**src/design/aic_pkg.sv**
```systemverilog
// Shared types and constants for the analog input conditioner.
// No dependencies; every other design file imports this package.
package aic_pkg;

    // Field widths fixed by the block's ports
    localparam int SAMPLE_W   = 12;
    localparam int SCALE_W    = 16;
    localparam int CFG_IDX_W  = 3;
    localparam int CFG_DATA_W = 64;

    // Exponential accumulator, Q12.16
    localparam int ACC_W = 28;

    // Segment arithmetic: |delta in| * |delta scale| and |segment width|
    localparam int MAG_A_W = 12;
    localparam int NUM_W   = MAG_A_W + SCALE_W;
    localparam int DEN_W   = 12;

    // Serial divider retires two quotient bits per cycle
    localparam int DIV_CYCLES = NUM_W / 2;
    localparam int CNT_W      = $clog2(DIV_CYCLES);

    // Register indexes on the configuration port
    typedef enum logic [CFG_IDX_W-1:0] {
        CFG_IN_MIN       = 3'd0,
        CFG_IN_CENTER    = 3'd1,
        CFG_IN_MAX       = 3'd2,
        CFG_SCALE_MIN    = 3'd3,
        CFG_SCALE_CENTER = 3'd4,
        CFG_SCALE_MAX    = 3'd5,
        CFG_INVERT       = 3'd6,
        CFG_LIMIT_BOUNDS = 3'd7
    } t_cfg_idx;

    // Live calibration and limit settings
    typedef struct packed {
        logic [SAMPLE_W-1:0] in_min;
        logic [SAMPLE_W-1:0] in_center;
        logic [SAMPLE_W-1:0] in_max;
        logic [SCALE_W-1:0]  scale_min;
        logic [SCALE_W-1:0]  scale_center;
        logic [SCALE_W-1:0]  scale_max;
        logic                invert;
        logic [SCALE_W-1:0]  warn_lo;
        logic [SCALE_W-1:0]  warn_hi;
        logic [SCALE_W-1:0]  alarm_lo;
        logic [SCALE_W-1:0]  alarm_hi;
    } t_cfg;

    // One classified item handed from front end to back end
    typedef struct packed {
        logic [NUM_W-1:0]    num_mag;
        logic [DEN_W-1:0]    den_mag;
        logic                q_neg;
        logic                den_zero;
        logic [SCALE_W-1:0]  base;
        logic [SAMPLE_W-1:0] avg;
    } t_job;

    typedef enum logic [2:0] {
        F_IDLE,
        F_AVG,
        F_MUL,
        F_CORR,
        F_SCALE
    } t_front_state;

    typedef enum logic [1:0] {
        B_IDLE,
        B_DIV,
        B_DONE,
        B_HOLD
    } t_back_state;

endpackage

```
**src/design/aic_if.sv**
```systemverilog
// Valid/ready channel interfaces: sample input, result output, config writes.
// Depends on aic_pkg for field widths.
interface aic_in_if;
    import aic_pkg::*;
    logic                valid;
    logic                ready;
    logic [SAMPLE_W-1:0] sample;
    modport source (output valid, output sample, input ready);
    modport sink   (input valid, input sample, output ready);
endinterface

interface aic_out_if;
    import aic_pkg::*;
    logic                valid;
    logic                ready;
    logic [SCALE_W-1:0]  scaled_value;
    logic [SAMPLE_W-1:0] averaged_sample;
    logic                warning;
    logic                alarm;
    modport source (output valid, output scaled_value, output averaged_sample,
                    output warning, output alarm, input ready);
    modport sink   (input valid, input scaled_value, input averaged_sample,
                    input warning, input alarm, output ready);
endinterface

interface aic_cfg_if;
    import aic_pkg::*;
    logic                  valid;
    logic                  ready;
    logic [CFG_IDX_W-1:0]  index;
    logic [CFG_DATA_W-1:0] data;
    modport source (output valid, output index, output data, input ready);
    modport sink   (input valid, input index, input data, output ready);
endinterface

```
**src/design/analog_input_condition_scale_alarm_core.sv**
```systemverilog
// Analog input conditioner top level: averaging, three-point scaling, window alarms.
// Depends on aic_pkg, aic_if, aic_front, aic_queue and aic_back.
//
// Each accepted sample yields exactly one result beat. The front end takes a
// sample, then works through average update, reciprocal multiply or EMA
// product, correction and segment setup before it can accept the next one;
// it parks the classified item in a two-entry queue. The back end loads an
// item, runs the segment division as a 2-bit-per-cycle serial divider,
// finishes, then holds the result beat until it is taken, and only then
// takes the next item. A zero-width segment skips the divider. The averaging
// ring uses per-entry valid bits, so no clearing pass runs after reset.
// Configuration writes are always accepted and must only be issued while no
// result is outstanding.
module analog_input_condition_scale_alarm_core #(
    parameter int AVG_DEPTH     = 8,
    parameter int AVG_MODE      = 1,
    parameter int EMA_ALPHA_Q16 = 6554,
    parameter int SAMPLE_BITS   = 12
) (
    input  logic      i_clk,
    input  logic      i_rst_n,
    aic_in_if.sink    i_in,
    aic_cfg_if.sink   i_cfg,
    aic_out_if.source o_out
);
    import aic_pkg::*;

    t_cfg r_cfg;
    t_job front_job;
    logic front_valid;
    logic front_ready;
    t_job back_job;
    logic back_valid;
    logic back_ready;

    // Configuration registers
    assign i_cfg.ready = 1'b1;

    always_ff @(posedge i_clk) begin
        if (!i_rst_n) begin
            r_cfg.in_min       <= 12'd0;
            r_cfg.in_center    <= 12'd2048;
            r_cfg.in_max       <= 12'd4095;
            r_cfg.scale_min    <= 16'd0;
            r_cfg.scale_center <= 16'd2048;
            r_cfg.scale_max    <= 16'd4095;
            r_cfg.invert       <= 1'b0;
            r_cfg.warn_lo      <= 16'd0;
            r_cfg.warn_hi      <= 16'd0;
            r_cfg.alarm_lo     <= 16'd0;
            r_cfg.alarm_hi     <= 16'd0;
        end else if (i_cfg.valid && i_cfg.ready) begin
            case (t_cfg_idx'(i_cfg.index))
                CFG_IN_MIN:       r_cfg.in_min       <= i_cfg.data[SAMPLE_W-1:0];
                CFG_IN_CENTER:    r_cfg.in_center    <= i_cfg.data[SAMPLE_W-1:0];
                CFG_IN_MAX:       r_cfg.in_max       <= i_cfg.data[SAMPLE_W-1:0];
                CFG_SCALE_MIN:    r_cfg.scale_min    <= i_cfg.data[SCALE_W-1:0];
                CFG_SCALE_CENTER: r_cfg.scale_center <= i_cfg.data[SCALE_W-1:0];
                CFG_SCALE_MAX:    r_cfg.scale_max    <= i_cfg.data[SCALE_W-1:0];
                CFG_INVERT:       r_cfg.invert       <= i_cfg.data[0];
                CFG_LIMIT_BOUNDS: begin
                    r_cfg.warn_lo  <= i_cfg.data[15:0];
                    r_cfg.warn_hi  <= i_cfg.data[31:16];
                    r_cfg.alarm_lo <= i_cfg.data[47:32];
                    r_cfg.alarm_hi <= i_cfg.data[63:48];
                end
                default: begin
                end
            endcase
        end
    end

    // Front end: averaging and segment classification
    aic_front #(
        .AVG_DEPTH     (AVG_DEPTH),
        .AVG_MODE      (AVG_MODE),
        .EMA_ALPHA_Q16 (EMA_ALPHA_Q16),
        .SAMPLE_BITS   (SAMPLE_BITS)
    ) u_front (
        .i_clk       (i_clk),
        .i_rst_n     (i_rst_n),
        .i_cfg       (r_cfg),
        .i_in        (i_in),
        .o_job       (front_job),
        .o_job_valid (front_valid),
        .i_job_ready (front_ready)
    );

    // Decoupling queue
    aic_queue u_queue (
        .i_clk      (i_clk),
        .i_rst_n    (i_rst_n),
        .i_wr_data  (front_job),
        .i_wr_valid (front_valid),
        .o_wr_ready (front_ready),
        .o_rd_data  (back_job),
        .o_rd_valid (back_valid),
        .i_rd_ready (back_ready)
    );

    // Back end: divide, scale, flag, deliver
    aic_back u_back (
        .i_clk       (i_clk),
        .i_rst_n     (i_rst_n),
        .i_cfg       (r_cfg),
        .i_job       (back_job),
        .i_job_valid (back_valid),
        .o_job_ready (back_ready),
        .o_out       (o_out)
    );

    // Front end works on one sample at a time
    a_front_busy: assert property (@(posedge i_clk) disable iff (!i_rst_n)
        (i_in.valid && i_in.ready) |=> !i_in.ready)
        else $error("front end accepted a sample while busy");

    // Back end takes a new item only with its output register empty
    a_pop_empty_out: assert property (@(posedge i_clk) disable iff (!i_rst_n)
        (back_valid && back_ready) |-> !o_out.valid)
        else $error("queue popped while a result beat is pending");

    // Front end never accepts while it still offers a finished item
    a_offer_blocks_in: assert property (@(posedge i_clk) disable iff (!i_rst_n)
        front_valid |-> !i_in.ready)
        else $error("front end ready while handing off an item");

endmodule

```
**src/design/aic_front.sv**
```systemverilog
// Front end: accepts samples, averages, clamps and picks the scaling segment.
// Depends on aic_pkg and aic_in_if; feeds t_job beats to aic_queue.
module aic_front #(
    parameter int AVG_DEPTH     = 8,
    parameter int AVG_MODE      = 1,
    parameter int EMA_ALPHA_Q16 = 6554,
    parameter int SAMPLE_BITS   = 12
) (
    input  logic          i_clk,
    input  logic          i_rst_n,
    input  aic_pkg::t_cfg i_cfg,
    aic_in_if.sink        i_in,
    output aic_pkg::t_job o_job,
    output logic          o_job_valid,
    input  logic          i_job_ready
);
    import aic_pkg::*;

    localparam int IDX_W  = $clog2(AVG_DEPTH);
    localparam int SUM_W  = SAMPLE_W + IDX_W;
    localparam int PROD_W = 2 * SUM_W;
    localparam int EP_W   = 17 + ACC_W;
    localparam logic [SUM_W-1:0]    DEPTH_C = SUM_W'(AVG_DEPTH);
    localparam logic [SUM_W-1:0]    RECIP   = SUM_W'((1 << SUM_W) / AVG_DEPTH);
    localparam logic [15:0]         ALPHA   = 16'(EMA_ALPHA_Q16);
    localparam logic [16:0]         ALPHA_C = 17'(65536 - EMA_ALPHA_Q16);
    localparam logic [SAMPLE_W-1:0] SAMPLE_MASK = SAMPLE_W'((32'd1 << SAMPLE_BITS) - 1);

    t_front_state r_state, n_state;
    logic [IDX_W-1:0]    r_widx, n_widx;
    logic [SUM_W-1:0]    r_sum, n_sum;
    logic [ACC_W-1:0]    r_acc, n_acc;
    logic [SAMPLE_W-1:0] r_x, n_x;
    logic [PROD_W-1:0]   r_prod, n_prod;
    logic [EP_W-1:0]     r_ema_prod, n_ema_prod;
    logic [SAMPLE_W-1:0] r_avg, n_avg;

    // Sample ring with per-entry valid bits (unwritten entries read as zero)
    logic [SAMPLE_W-1:0]  r_ring [AVG_DEPTH];
    logic [AVG_DEPTH-1:0] r_ring_vld;
    logic [SAMPLE_W-1:0]  r_old;
    logic                 r_old_vld;

    logic accept;
    logic ring_we;

    assign i_in.ready = (r_state == F_IDLE);
    assign accept     = i_in.valid && i_in.ready;
    assign ring_we    = (r_state == F_AVG) && (AVG_MODE == 1);

    // Ring memory: registered read of the slot about to be overwritten
    always_ff @(posedge i_clk) begin
        if (accept) begin
            r_old     <= r_ring[r_widx];
            r_old_vld <= r_ring_vld[r_widx];
        end
        if (ring_we) begin
            r_ring[r_widx] <= r_x;
        end
    end

    always_ff @(posedge i_clk) begin
        if (!i_rst_n) begin
            r_ring_vld <= '0;
        end else if (ring_we) begin
            r_ring_vld[r_widx] <= 1'b1;
        end
    end

    // Control state and running averages
    always_ff @(posedge i_clk) begin
        if (!i_rst_n) begin
            r_state <= F_IDLE;
            r_widx  <= '0;
            r_sum   <= '0;
            r_acc   <= '0;
        end else begin
            r_state <= n_state;
            r_widx  <= n_widx;
            r_sum   <= n_sum;
            r_acc   <= n_acc;
        end
    end

    // Working payload
    always_ff @(posedge i_clk) begin
        r_x        <= n_x;
        r_prod     <= n_prod;
        r_ema_prod <= n_ema_prod;
        r_avg      <= n_avg;
    end

    // Sequencer: average (running sum or EMA), reciprocal multiply or EMA update, correction, then hand off
    always_comb begin
        logic [SAMPLE_W-1:0] old_val;
        logic [SUM_W-1:0]    q0;
        logic [SUM_W-1:0]    qd;
        logic [SUM_W-1:0]    rem;
        logic [SUM_W-1:0]    qf;
        logic [ACC_W-1:0]    ax;

        n_state    = r_state;
        n_widx     = r_widx;
        n_sum      = r_sum;
        n_acc      = r_acc;
        n_x        = r_x;
        n_prod     = r_prod;
        n_ema_prod = r_ema_prod;
        n_avg      = r_avg;
        old_val    = r_old_vld ? r_old : '0;
        q0         = r_prod[PROD_W-1:SUM_W];
        qd         = q0 * DEPTH_C;
        rem        = r_sum - qd;
        qf         = q0 + SUM_W'(rem >= DEPTH_C);
        ax         = ACC_W'(ALPHA) * ACC_W'(r_x);

        case (r_state)
            F_IDLE: begin
                if (accept) begin
                    n_x     = i_in.sample & SAMPLE_MASK;
                    n_state = F_AVG;
                end
            end
            F_AVG: begin
                if (AVG_MODE == 1) begin
                    n_sum  = r_sum - SUM_W'(old_val) + SUM_W'(r_x);
                    n_widx = (r_widx == IDX_W'(AVG_DEPTH - 1)) ? '0 : r_widx + 1'b1;
                end else if (AVG_MODE == 2) begin
                    n_ema_prod = EP_W'(ALPHA_C) * EP_W'(r_acc);
                end
                n_state = F_MUL;
            end
            F_MUL: begin
                if (AVG_MODE == 1) begin
                    n_prod = PROD_W'(r_sum) * PROD_W'(RECIP);
                end else if (AVG_MODE == 2) begin
                    n_acc = ax + ACC_W'(r_ema_prod[EP_W-1:16]);
                end
                n_state = F_CORR;
            end
            F_CORR: begin
                // Reciprocal estimate is low by at most one
                if (AVG_MODE == 1) begin
                    n_avg = qf[SAMPLE_W-1:0];
                end else if (AVG_MODE == 2) begin
                    n_avg = r_acc[ACC_W-1:16];
                end else begin
                    n_avg = r_x;
                end
                n_state = F_SCALE;
            end
            F_SCALE: begin
                if (i_job_ready) begin
                    n_state = F_IDLE;
                end
            end
            default: begin
                n_state = F_IDLE;
            end
        endcase
    end

    // Clamp and segment selection; magnitudes and signs for the divider
    always_comb begin
        logic [SAMPLE_W-1:0]      d;
        logic signed [SAMPLE_W:0] diff_a;
        logic signed [SCALE_W:0]  diff_b;
        logic signed [SAMPLE_W:0] diff_d;
        logic [MAG_A_W-1:0]       a_mag;
        logic [SCALE_W-1:0]       b_mag;

        if (r_avg < i_cfg.in_min) begin
            d = i_cfg.in_min;
        end else if (r_avg > i_cfg.in_max) begin
            d = i_cfg.in_max;
        end else begin
            d = r_avg;
        end

        if (d < i_cfg.in_center) begin
            o_job.base = i_cfg.scale_min;
            diff_a = $signed({1'b0, d} - {1'b0, i_cfg.in_min});
            diff_b = $signed({1'b0, i_cfg.scale_center} - {1'b0, i_cfg.scale_min});
            diff_d = $signed({1'b0, i_cfg.in_center} - {1'b0, i_cfg.in_min});
        end else begin
            o_job.base = i_cfg.scale_center;
            diff_a = $signed({1'b0, d} - {1'b0, i_cfg.in_center});
            diff_b = $signed({1'b0, i_cfg.scale_max} - {1'b0, i_cfg.scale_center});
            diff_d = $signed({1'b0, i_cfg.in_max} - {1'b0, i_cfg.in_center});
        end

        a_mag = diff_a[SAMPLE_W] ? MAG_A_W'(-diff_a) : diff_a[MAG_A_W-1:0];
        b_mag = diff_b[SCALE_W]  ? SCALE_W'(-diff_b) : diff_b[SCALE_W-1:0];

        o_job.num_mag  = NUM_W'(a_mag) * NUM_W'(b_mag);
        o_job.den_mag  = diff_d[SAMPLE_W] ? DEN_W'(-diff_d) : diff_d[DEN_W-1:0];
        o_job.q_neg    = diff_a[SAMPLE_W] ^ diff_b[SCALE_W] ^ diff_d[SAMPLE_W];
        o_job.den_zero = (diff_d == '0);
        o_job.avg      = r_avg;
    end

    assign o_job_valid = (r_state == F_SCALE);

endmodule

```
**src/design/aic_queue.sv**
```systemverilog
// Two-entry queue of t_job beats between front end and back end.
// Depends on aic_pkg.
module aic_queue (
    input  logic          i_clk,
    input  logic          i_rst_n,
    input  aic_pkg::t_job i_wr_data,
    input  logic          i_wr_valid,
    output logic          o_wr_ready,
    output aic_pkg::t_job o_rd_data,
    output logic          o_rd_valid,
    input  logic          i_rd_ready
);
    import aic_pkg::*;

    t_job       r_mem [2];
    logic       r_wp, r_rp;
    logic [1:0] r_cnt;
    logic       push, pop;

    assign o_wr_ready = (r_cnt != 2'd2);
    assign o_rd_valid = (r_cnt != 2'd0);
    assign o_rd_data  = r_mem[r_rp];
    assign push       = i_wr_valid && o_wr_ready;
    assign pop        = o_rd_valid && i_rd_ready;

    // Pointers and fill level
    always_ff @(posedge i_clk) begin
        if (!i_rst_n) begin
            r_wp  <= 1'b0;
            r_rp  <= 1'b0;
            r_cnt <= 2'd0;
        end else begin
            if (push) begin
                r_wp <= ~r_wp;
            end
            if (pop) begin
                r_rp <= ~r_rp;
            end
            r_cnt <= r_cnt + 2'(push) - 2'(pop);
        end
    end

    // Storage
    always_ff @(posedge i_clk) begin
        if (push) begin
            r_mem[r_wp] <= i_wr_data;
        end
    end

endmodule

```
**src/design/aic_back.sv**
```systemverilog
// Back end: serial signed divide, offset, invert, window flags, output register.
// Depends on aic_pkg and aic_out_if; takes t_job beats from aic_queue.
module aic_back (
    input  logic          i_clk,
    input  logic          i_rst_n,
    input  aic_pkg::t_cfg i_cfg,
    input  aic_pkg::t_job i_job,
    input  logic          i_job_valid,
    output logic          o_job_ready,
    aic_out_if.source     o_out
);
    import aic_pkg::*;

    t_back_state r_state, n_state;
    logic [CNT_W-1:0]    r_cnt, n_cnt;
    logic [NUM_W-1:0]    r_num, n_num;
    logic [DEN_W-1:0]    r_den, n_den;
    logic [DEN_W-1:0]    r_rem, n_rem;
    logic [SCALE_W-1:0]  r_quo, n_quo;
    logic                r_qneg, n_qneg;
    logic [SCALE_W-1:0]  r_base, n_base;
    logic [SAMPLE_W-1:0] r_avg, n_avg;
    logic [SCALE_W-1:0]  r_out_val, n_out_val;
    logic                r_out_warn, n_out_warn;
    logic                r_out_alarm, n_out_alarm;

    always_ff @(posedge i_clk) begin
        if (!i_rst_n) begin
            r_state <= B_IDLE;
        end else begin
            r_state <= n_state;
        end
    end

    always_ff @(posedge i_clk) begin
        r_cnt       <= n_cnt;
        r_num       <= n_num;
        r_den       <= n_den;
        r_rem       <= n_rem;
        r_quo       <= n_quo;
        r_qneg      <= n_qneg;
        r_base      <= n_base;
        r_avg       <= n_avg;
        r_out_val   <= n_out_val;
        r_out_warn  <= n_out_warn;
        r_out_alarm <= n_out_alarm;
    end

    // Load, divide two bits per cycle, finish, hold the result beat
    always_comb begin
        logic [DEN_W:0]     rem_w;
        logic [NUM_W-1:0]   num_w;
        logic [SCALE_W-1:0] quo_w;
        logic [SCALE_W-1:0] sq;
        logic [SCALE_W-1:0] v;

        n_state     = r_state;
        n_cnt       = r_cnt;
        n_num       = r_num;
        n_den       = r_den;
        n_rem       = r_rem;
        n_quo       = r_quo;
        n_qneg      = r_qneg;
        n_base      = r_base;
        n_avg       = r_avg;
        n_out_val   = r_out_val;
        n_out_warn  = r_out_warn;
        n_out_alarm = r_out_alarm;
        o_job_ready = 1'b0;

        // Two restoring-division steps; only the low quotient bits are kept
        rem_w = {1'b0, r_rem};
        num_w = r_num;
        quo_w = r_quo;
        for (int k = 0; k < 2; k++) begin
            rem_w = {rem_w[DEN_W-1:0], num_w[NUM_W-1]};
            num_w = {num_w[NUM_W-2:0], 1'b0};
            if (rem_w >= {1'b0, r_den}) begin
                rem_w = rem_w - {1'b0, r_den};
                quo_w = {quo_w[SCALE_W-2:0], 1'b1};
            end else begin
                quo_w = {quo_w[SCALE_W-2:0], 1'b0};
            end
        end

        // Signed quotient added to the segment base, wrapped to 16 bits, then inverted against scale_max when set
        sq = r_qneg ? (~r_quo + 1'b1) : r_quo;
        v  = r_base + sq;
        if (i_cfg.invert) begin
            v = i_cfg.scale_max - v;
        end

        case (r_state)
            B_IDLE: begin
                o_job_ready = 1'b1;
                if (i_job_valid) begin
                    n_num   = i_job.num_mag;
                    n_den   = i_job.den_mag;
                    n_qneg  = i_job.q_neg;
                    n_base  = i_job.base;
                    n_avg   = i_job.avg;
                    n_rem   = '0;
                    n_quo   = '0;
                    n_cnt   = '0;
                    n_state = i_job.den_zero ? B_DONE : B_DIV;
                end
            end
            B_DIV: begin
                n_rem = rem_w[DEN_W-1:0];
                n_num = num_w;
                n_quo = quo_w;
                n_cnt = r_cnt + 1'b1;
                if (r_cnt == CNT_W'(DIV_CYCLES - 1)) begin
                    n_state = B_DONE;
                end
            end
            B_DONE: begin
                n_out_val   = v;
                n_out_warn  = (v >= i_cfg.warn_lo) && (v <= i_cfg.warn_hi);
                n_out_alarm = (v >= i_cfg.alarm_lo) && (v <= i_cfg.alarm_hi);
                n_state     = B_HOLD;
            end
            B_HOLD: begin
                if (o_out.ready) begin
                    n_state = B_IDLE;
                end
            end
            default: begin
                n_state = B_IDLE;
            end
        endcase
    end

    assign o_out.valid           = (r_state == B_HOLD);
    assign o_out.scaled_value    = r_out_val;
    assign o_out.averaged_sample = r_avg;
    assign o_out.warning         = r_out_warn;
    assign o_out.alarm           = r_out_alarm;

endmodule

```
**src/flat_wrapper.sv**
```systemverilog
// flat-port wrapper written by rule: the top's interface ports become plain ports
module analog_input_condition_scale_alarm_core_flat import aic_pkg::*;
#(
    parameter int AVG_DEPTH     = 8,
    parameter int AVG_MODE      = 1,
    parameter int EMA_ALPHA_Q16 = 6554,
    parameter int SAMPLE_BITS   = 12
)
  (i_clk, i_rst_n, i_in_valid, i_in_sample, i_in_ready, i_cfg_valid, i_cfg_index, i_cfg_data, i_cfg_ready, o_out_valid, o_out_scaled_value, o_out_averaged_sample, o_out_warning, o_out_alarm, o_out_ready);
  aic_in_if i_in_i ();
  aic_cfg_if i_cfg_i ();
  aic_out_if o_out_i ();
  input  logic i_clk;
  input  logic i_rst_n;
  input wire logic [$bits(i_in_i.valid)-1:0] i_in_valid;
  input wire logic [$bits(i_in_i.sample)-1:0] i_in_sample;
  output wire logic [$bits(i_in_i.ready)-1:0] i_in_ready;
  input wire logic [$bits(i_cfg_i.valid)-1:0] i_cfg_valid;
  input wire logic [$bits(i_cfg_i.index)-1:0] i_cfg_index;
  input wire logic [$bits(i_cfg_i.data)-1:0] i_cfg_data;
  output wire logic [$bits(i_cfg_i.ready)-1:0] i_cfg_ready;
  output wire logic [$bits(o_out_i.valid)-1:0] o_out_valid;
  output wire logic [$bits(o_out_i.scaled_value)-1:0] o_out_scaled_value;
  output wire logic [$bits(o_out_i.averaged_sample)-1:0] o_out_averaged_sample;
  output wire logic [$bits(o_out_i.warning)-1:0] o_out_warning;
  output wire logic [$bits(o_out_i.alarm)-1:0] o_out_alarm;
  input wire logic [$bits(o_out_i.ready)-1:0] o_out_ready;
  assign i_in_i.valid = i_in_valid;
  assign i_in_i.sample = i_in_sample;
  assign i_in_ready = i_in_i.ready;
  assign i_cfg_i.valid = i_cfg_valid;
  assign i_cfg_i.index = i_cfg_index;
  assign i_cfg_i.data = i_cfg_data;
  assign i_cfg_ready = i_cfg_i.ready;
  assign o_out_valid = o_out_i.valid;
  assign o_out_scaled_value = o_out_i.scaled_value;
  assign o_out_averaged_sample = o_out_i.averaged_sample;
  assign o_out_warning = o_out_i.warning;
  assign o_out_alarm = o_out_i.alarm;
  assign o_out_i.ready = o_out_ready;
  analog_input_condition_scale_alarm_core #(.AVG_DEPTH(AVG_DEPTH), .AVG_MODE(AVG_MODE), .EMA_ALPHA_Q16(EMA_ALPHA_Q16), .SAMPLE_BITS(SAMPLE_BITS)) u_core (.i_clk(i_clk), .i_rst_n(i_rst_n), .i_in(i_in_i), .i_cfg(i_cfg_i), .o_out(o_out_i));
endmodule
```
**config.mk**
```make
export PLATFORM = sky130hd
export DESIGN_NAME = analog_input_condition_scale_alarm_core_flat
export DESIGN_NICKNAME = d
export VERILOG_FILES = /design/src/design/aic_pkg.sv /design/src/design/aic_if.sv /design/src/design/analog_input_condition_scale_alarm_core.sv /design/src/design/aic_front.sv /design/src/design/aic_queue.sv /design/src/design/aic_back.sv /design/src/flat_wrapper.sv
export SDC_FILE = /design/constraint.sdc
export NUM_CORES = 2
export LEC_CHECK = 0
export BUFFER_PORTS_ARGS = -buffer_cell sky130_fd_sc_hd__buf_2
export CORE_MARGIN = 8
export CORE_UTILIZATION = 40
export DETAILED_ROUTE_END_ITERATION = 6
export PLACE_DENSITY = 0.58
export SLEW_MARGIN = 25
export SYNTH_ARGS = -nofsm -noshare
export SYNTH_HDL_FRONTEND = slang
export SYNTH_SLANG_ARGS = --single-unit
```
**constraint.sdc**
```tcl
create_clock -name i_clk -period 12 [get_ports i_clk]
set_input_delay 2.4 -clock i_clk [delete_from_list [all_inputs] [get_ports i_clk]]
set_output_delay 2.4 -clock i_clk [all_outputs]
set_load 0.05 [all_outputs]
```
==> Yosys cells after proc, flatten, opt, wreduce, memory -nomap -nowiden <==
Memory sizes are Yosys's and may differ from the RTL's. A register that Yosys moved wholly into a read port is not among the register bits.
Index checks and enable logic that the tools add are counted.
{ "totals": {"reg_bits": 343, "latch_bits": 0, "ram_bits": 236, "romBits": 0, "inputBits": 84, "output_inout_bits": 33, "elab_cells": 168, "mem_count": 2} }
{ "mem_list": {"columns": ["memory", "depth", "width", "read_ports", "rd_ports_with_merged_regs", "write_ports", "line_no", "source"], "rows": [
  ["u_core.u_queue.r_mem", 2, 70, 1, 1, 1, "aic_queue.sv:15", "t_job r_mem [2];"],
  ["u_core.u_front.r_ring", 8, 12, 1, 1, 1, "aic_front.sv:39", "logic [SAMPLE_W-1:0] r_ring [AVG_DEPTH];"]
]} }
{ "classes": {"addsub": 22, "n_mul": 1, "n_div": 0, "n_lt_le_gt_ge": 12, "n_eq_ne": 22, "shifts": 0, "n_mux": 44, "n_bitwise": 6, "n_reduce_logical": 25} }
{ "op_table": {"columns": ["cell", "n"], "rows": [
  ["$mux 12", 8],
  ["$mux 16", 5],
  ["$pmux 28 s2", 1],
  ["$sub 12x12->13", 4],
  ["$sub 16x16->17", 2],
  ["$ge 16x16->1", 2],
  ["$le 16x16->1", 2],
  ["$pmux 16 s2", 1],
  ["$mul 12x16->28", 1],
  ["$mux 28", 1],
  ["$ge 13x12->1", 2],
  ["$mux 13", 2],
  ["$lt 12x12->1", 2],
  ["$neg 12->12", 2],
  ["$pmux 12 s2", 1],
  ["$reduce_and 2->1", 12],
  ["$sub 12x12->12", 2],
  ["$eq 3x3->1 const B", 6],
  ["$mux 17", 1],
  ["$add 16x1->16 const B", 1],
  ["$add 16x16->16", 1],
  ["$neg 16->16", 1],
  ["$not 16->16", 1],
  ["$sub 16x16->16", 1],
  ["37 further kinds", 70]
]} }

==> Depth between registers and ports, before layout <==
{ "logic_depth": {"ltp_word": 8, "mapped_depth": 51, "ltp_nobuf": 46} }

==> Cells and area by module <==
Synthesis repeated with hierarchy kept, for this count alone.
{ "hier_totals": {"cells_unflattened": 3930, "hier_area_um2": 40741.6} }
{ "by_module_without_submodules": {"columns": ["module", "n_inst", "cells_per_inst", "area_each_um2", "seq_area_each_um2"], "rows": [
  ["aic_front", 1, 2245, 20662.3, 4934.7],
  ["aic_back", 1, 862, 9036.2, 3613.5],
  ["analog_input_condition_scale_alarm_core", 1, 575, 5690.5, 2982.9],
  ["aic_queue", 1, 248, 5352.6, 4304.1]
]} }

==> Worst setup path before layout <==
OpenSTA, ideal clock, no wires.
{ "synth_timing": {"path_type": "register to register", "start": "register u_core.u_front.r_avg[1]", "end": "memory u_core.u_queue.r_mem[0][69] in the netlist's numbering, data pin", "arrival_ns": 10.801, "path_slack_ns": 0.935, "stages_incl_launch_ff": 47, "path_buffers": 6, "synth_period_minus_slack_ns": 11.065, "path_cell_list": "edfxtp_1 -> ha_1 -> a21o_1 -> a21o_1 -> a21o_1 -> a21o_1 -> a21o_1 -> a2111oi_0 -> o21ai_1 -> clkbuf_1 -> a21oi_1 -> ha_1 -> nor2b_1 -> o31a_1 -> o21ba_1 -> a311oi_1 -> buf_2 -> buf_2 -> [... 11 more ...] -> inv_1 -> fa_1 -> fa_1 -> fa_1 -> inv_1 -> fa_1 -> inv_1 -> ha_1 -> a21o_1 -> a21o_1 -> a21o_1 -> a21o_1 -> a21oi_1 -> nor2_1 -> a311o_1 -> a31oi_1 -> o21bai_1 -> xnor2_1"} }
{ "synth_lines": {"columns": ["item", "line_no", "source"], "rows": [
  ["start: declaration", "aic_front.sv:36", "logic [SAMPLE_W-1:0] r_avg, n_avg;"],
  ["start signal: assignment", "aic_front.sv:90", "r_avg <= n_avg;"],
  ["end: declaration", "aic_queue.sv:15", null]
]} }

==> summary.txt <==
Place
  – Final GP Congestion: 0.868
  – Port Buffers: 115
  – Final HPWL DP: 73600 µm

Critical path
  – R2r setup slk: 0.77 ns
  – Type of origin of the critical path: flip-flop
  – Critical path's slowest cell: xnor2_1
  – Worst setup path category: flip-flop to flip-flop
  – Crit path required time: 12.37 ns
  – CP delay by family, top: compound AO/OA/AOI/OAI gates
  – CP max FO: 24
  – CP Buf/Inv Count: 7
  – CP Data Arrival Time: 11.60 ns
  – Largest stage delay, worst path: 0.70 ns
  – CP endpoint kind: flip-flop

Routing
  – Starting DRT DRC Count: 1730
  – Routed Wire Length: 100000 µm
  – Vias/cell: 5.18
  – Final ANT Viol Nets: 0
  – Routed via count: 28.3k
  – Post-route DRC: 0
  – Wire length per cell: 18.4 µm
  – DR pass1 iterations: 5

Synthesis
  – Synth cell count leaders: nand2_1, inv_1, edfxtp_1
  – #FFs+latches synth: 589
  – Main synth FF type: edfxtp_1
  – Count leader, synth: nand2_1
  – Synth async-reset ratio: 0%
  – Cell area after synthesis: 0.0397 mm²
  – Post-synth EDFFs: 404
  – Syn_nets: 4580
  – Avg Inst Size Synth: 9.91 µm²
  – Cell accounting for the most synthesized area: edfxtp_1
  – Post-synth top area share: 30.6%
  – Yosys cell types: 84
  – Seq/Total Area, Yosys: 39.9%
  – Synth area leaders: edfxtp_1, ha_1, dfxtp_1
  – Synth Instances: 4004
  – Ys Warns: 0

GRT
  – Largest net degree at the start of global routing: 105
  – Initial antenna violation count: 8
  – Global-route wire length before repair: 161000 µm
  – Total GRT Usage: 18.5%
  – Vias in the first global route: 28.6k
  – Grt ovf: 0

Floorplan
  – IO Pins: 117
  – Die width: 331 µm
  – Cell Rows: 115
  – Initial Util: 40.3%
  – Die area: 0.110 mm²
  – Die H: 331 µm
  – Core footprint: 0.0984 mm²

Clocking
  – Clk_lat worst skew: 0.64 ns
  – Post-CTS setup buffers: 0
  – Htree depth: 3
  – Clock buffer depth: 3
  – Total CTS buffers: 69
  – CTS clk-pin slew, worst paths: 0.06 ns
  – Root buf cell: clkbuf_16
  – Clock net sink count: 589
  – CTS tree: done
  – CTS resizes: 0
  – CTS Hold Bufs: 0

STA
  – Worst slew pin tran: 1.04 ns
  – Worst rel slew slack: 30.2%
  – RSZ-0062 raised after global routing: no
  – Setup TNS: 0 ns
  – Tmin final: 11.23 ns
  – Clock skew: 0.0246 ns
  – Final hold violation count: 0
  – Slew Viols, Final: 0
  – Fmax: 89.0 MHz
  – Setup-failing EPs final: 0
  – Final period util: 93.6%

Layout
  – Fill cells: 9506
  – Layout area overhead: 11.6%
  – Area occupied by multi-input gates: 0.0216 mm²
  – FF/Latch Area: 0.0158 mm²
  – Final nets: 4688
  – Layout cells sized above 1: 9.60%

Worst hold path
  – Type of the worst min-delay path: flip-flop to flip-flop

Outcome
  – Outcome: completed

Run
  – Max-cap violations: 0
-- per-stage QoR --
| stage | hold slack [ns] | utilization, % | setup WS [ns] | instances | area, µm² |
|---|---|---|---|---|---|
| finish | 0.464 | 45.0 | 0.768 | 5456 | 44300 |
| global route | 0.485 | 45.0 | 0.0305 | 5455 | 44300 |
| CTS | 0.468 | 44.9 | 0.673 | 5454 | 44200 |
| detailed placement | 0.456 | 42.6 | 0.694 | 5327 | 41900 |
| global placement | 0.446 | 42.6 | 0.924 | 5327 | 41900 |
| floorplan | 0.430 | - | 0.935 | 4004 | 39700 |
-- worst min-delay path, stage by stage, from the launching register on --
cell and delay, ns:
dfxtp_1 0.31, nand2_1 0.04, a21boi_0 0.06
-- per-layer routing --
metal	routed length, µm	track usage [%]	up-vias
li1	-	-	14019
met1	47100	25.1	13622
met4	2230	4.74	6
met3	4190	2.66	139
met2	46900	31.0	493
met5	35	0	-
-- cells by family (layout without fill, tap and decap cells) --
logic type / count (synthesis) / in the layout / synth area share [%]
adder cells (fa/ha/maj): 492 / 492 / 18.6
multiplexers: 153 / 153 / 4.22
buffers and inverters: 605 / 769 / 5.89
flip-flops: 589 / 589 / 39.9
AO/OA/AOI/OAI: 776 / 776 / 13.1
other: 1 / 2 / 0.00945
AND/OR/NAND/NOR: 1181 / 1181 / 13.7
XOR/XNOR: 207 / 207 / 4.59
-- cell type report --
type	instances	area share, %
Multi-Input combinational cell	2810	48.9
Sequential cell	589	35.8
Clock buffer	82	4.10
Inverter	456	3.86
Tap cell	1287	3.64
Timing Repair Buffer	186	2.59
Clock inverter	45	1.18
Antenna cell	1	0.00565
-- worst paths after layout --
path | end | start | depth (start not counted)
worst max register to register | u_core.u_queue.r_mem[0][63]$_DFFE_PP_ | u_core.u_front.r_avg[1]$_DFFE_PP_ | 41
worst min register to register | u_core.r_cfg[34]$_SDFFE_PN0P_ | u_core.r_cfg[34]$_SDFFE_PN0P_ | 2
worst max-delay path | u_core.u_queue.r_mem[0][63]$_DFFE_PP_ | u_core.u_front.r_avg[1]$_DFFE_PP_ | 41
worst min-delay path | u_core.r_cfg[34]$_SDFFE_PN0P_ | u_core.r_cfg[34]$_SDFFE_PN0P_ | 2
-- sequential cells by signal (all words and copies together), names as in the netlist, 2 cells and up, named ones only --
| register | count |
|---|---|
| u_core.u_front.r_sum | 15 |
| u_core.u_back.r_rem | 12 |
| u_core.u_queue.r_cnt | 2 |
| u_core.u_back.r_base | 16 |
| u_core.u_back.o_out.averaged_sample | 12 |
| u_core.u_front.r_state | 3 |
| u_core.u_queue.r_mem | 140 |
| u_core.u_back.r_state | 2 |
| u_core.u_front.r_x | 12 |
| u_core.u_front.r_old | 12 |
| u_core.u_front.r_ring | 96 |
| u_core.u_back.r_den | 12 |
| u_core.u_front.r_prod | 12 |
| u_core.u_front.r_avg | 12 |
| u_core.u_back.r_num | 28 |
| u_core.u_back.r_cnt | 4 |
| u_core.u_back.r_quo | 16 |
| u_core.u_back.o_out.scaled_value | 16 |
| u_core.r_cfg | 149 |
| u_core.u_front.r_widx | 3 |
| u_core.u_front.r_ring_vld | 8 |
-- placed cells by master, fill, tap and decap left out, types with 54 or more instances in the layout --
cell type / synthesis / routed
nor2b_1: 55 / 54
nor2_1: 186 / 183
nand3_1: 62 / 62
and2_1: 89 / 89
o21ai_0: 167 / 166
edfxtp_1: 404 / 404
a21o_1: 60 / 60
a21boi_0: 136 / 136
o21a_1: 61 / 61
clkbuf_16: 0 / 69
a21oi_1: 140 / 138
buf_4: 4 / 69
mux2i_1: 94 / 93
nand2_1: 568 / 568
ha_1: 329 / 327
fa_1: 163 / 163
inv_1: 455 / 455
buf_2: 35 / 114
xor2_1: 68 / 67
dfxtp_1: 185 / 183
xnor2_1: 138 / 137
Power is not shown: default switching activity piles up to over one toggle a cycle in this logic, so the estimate is an artifact.
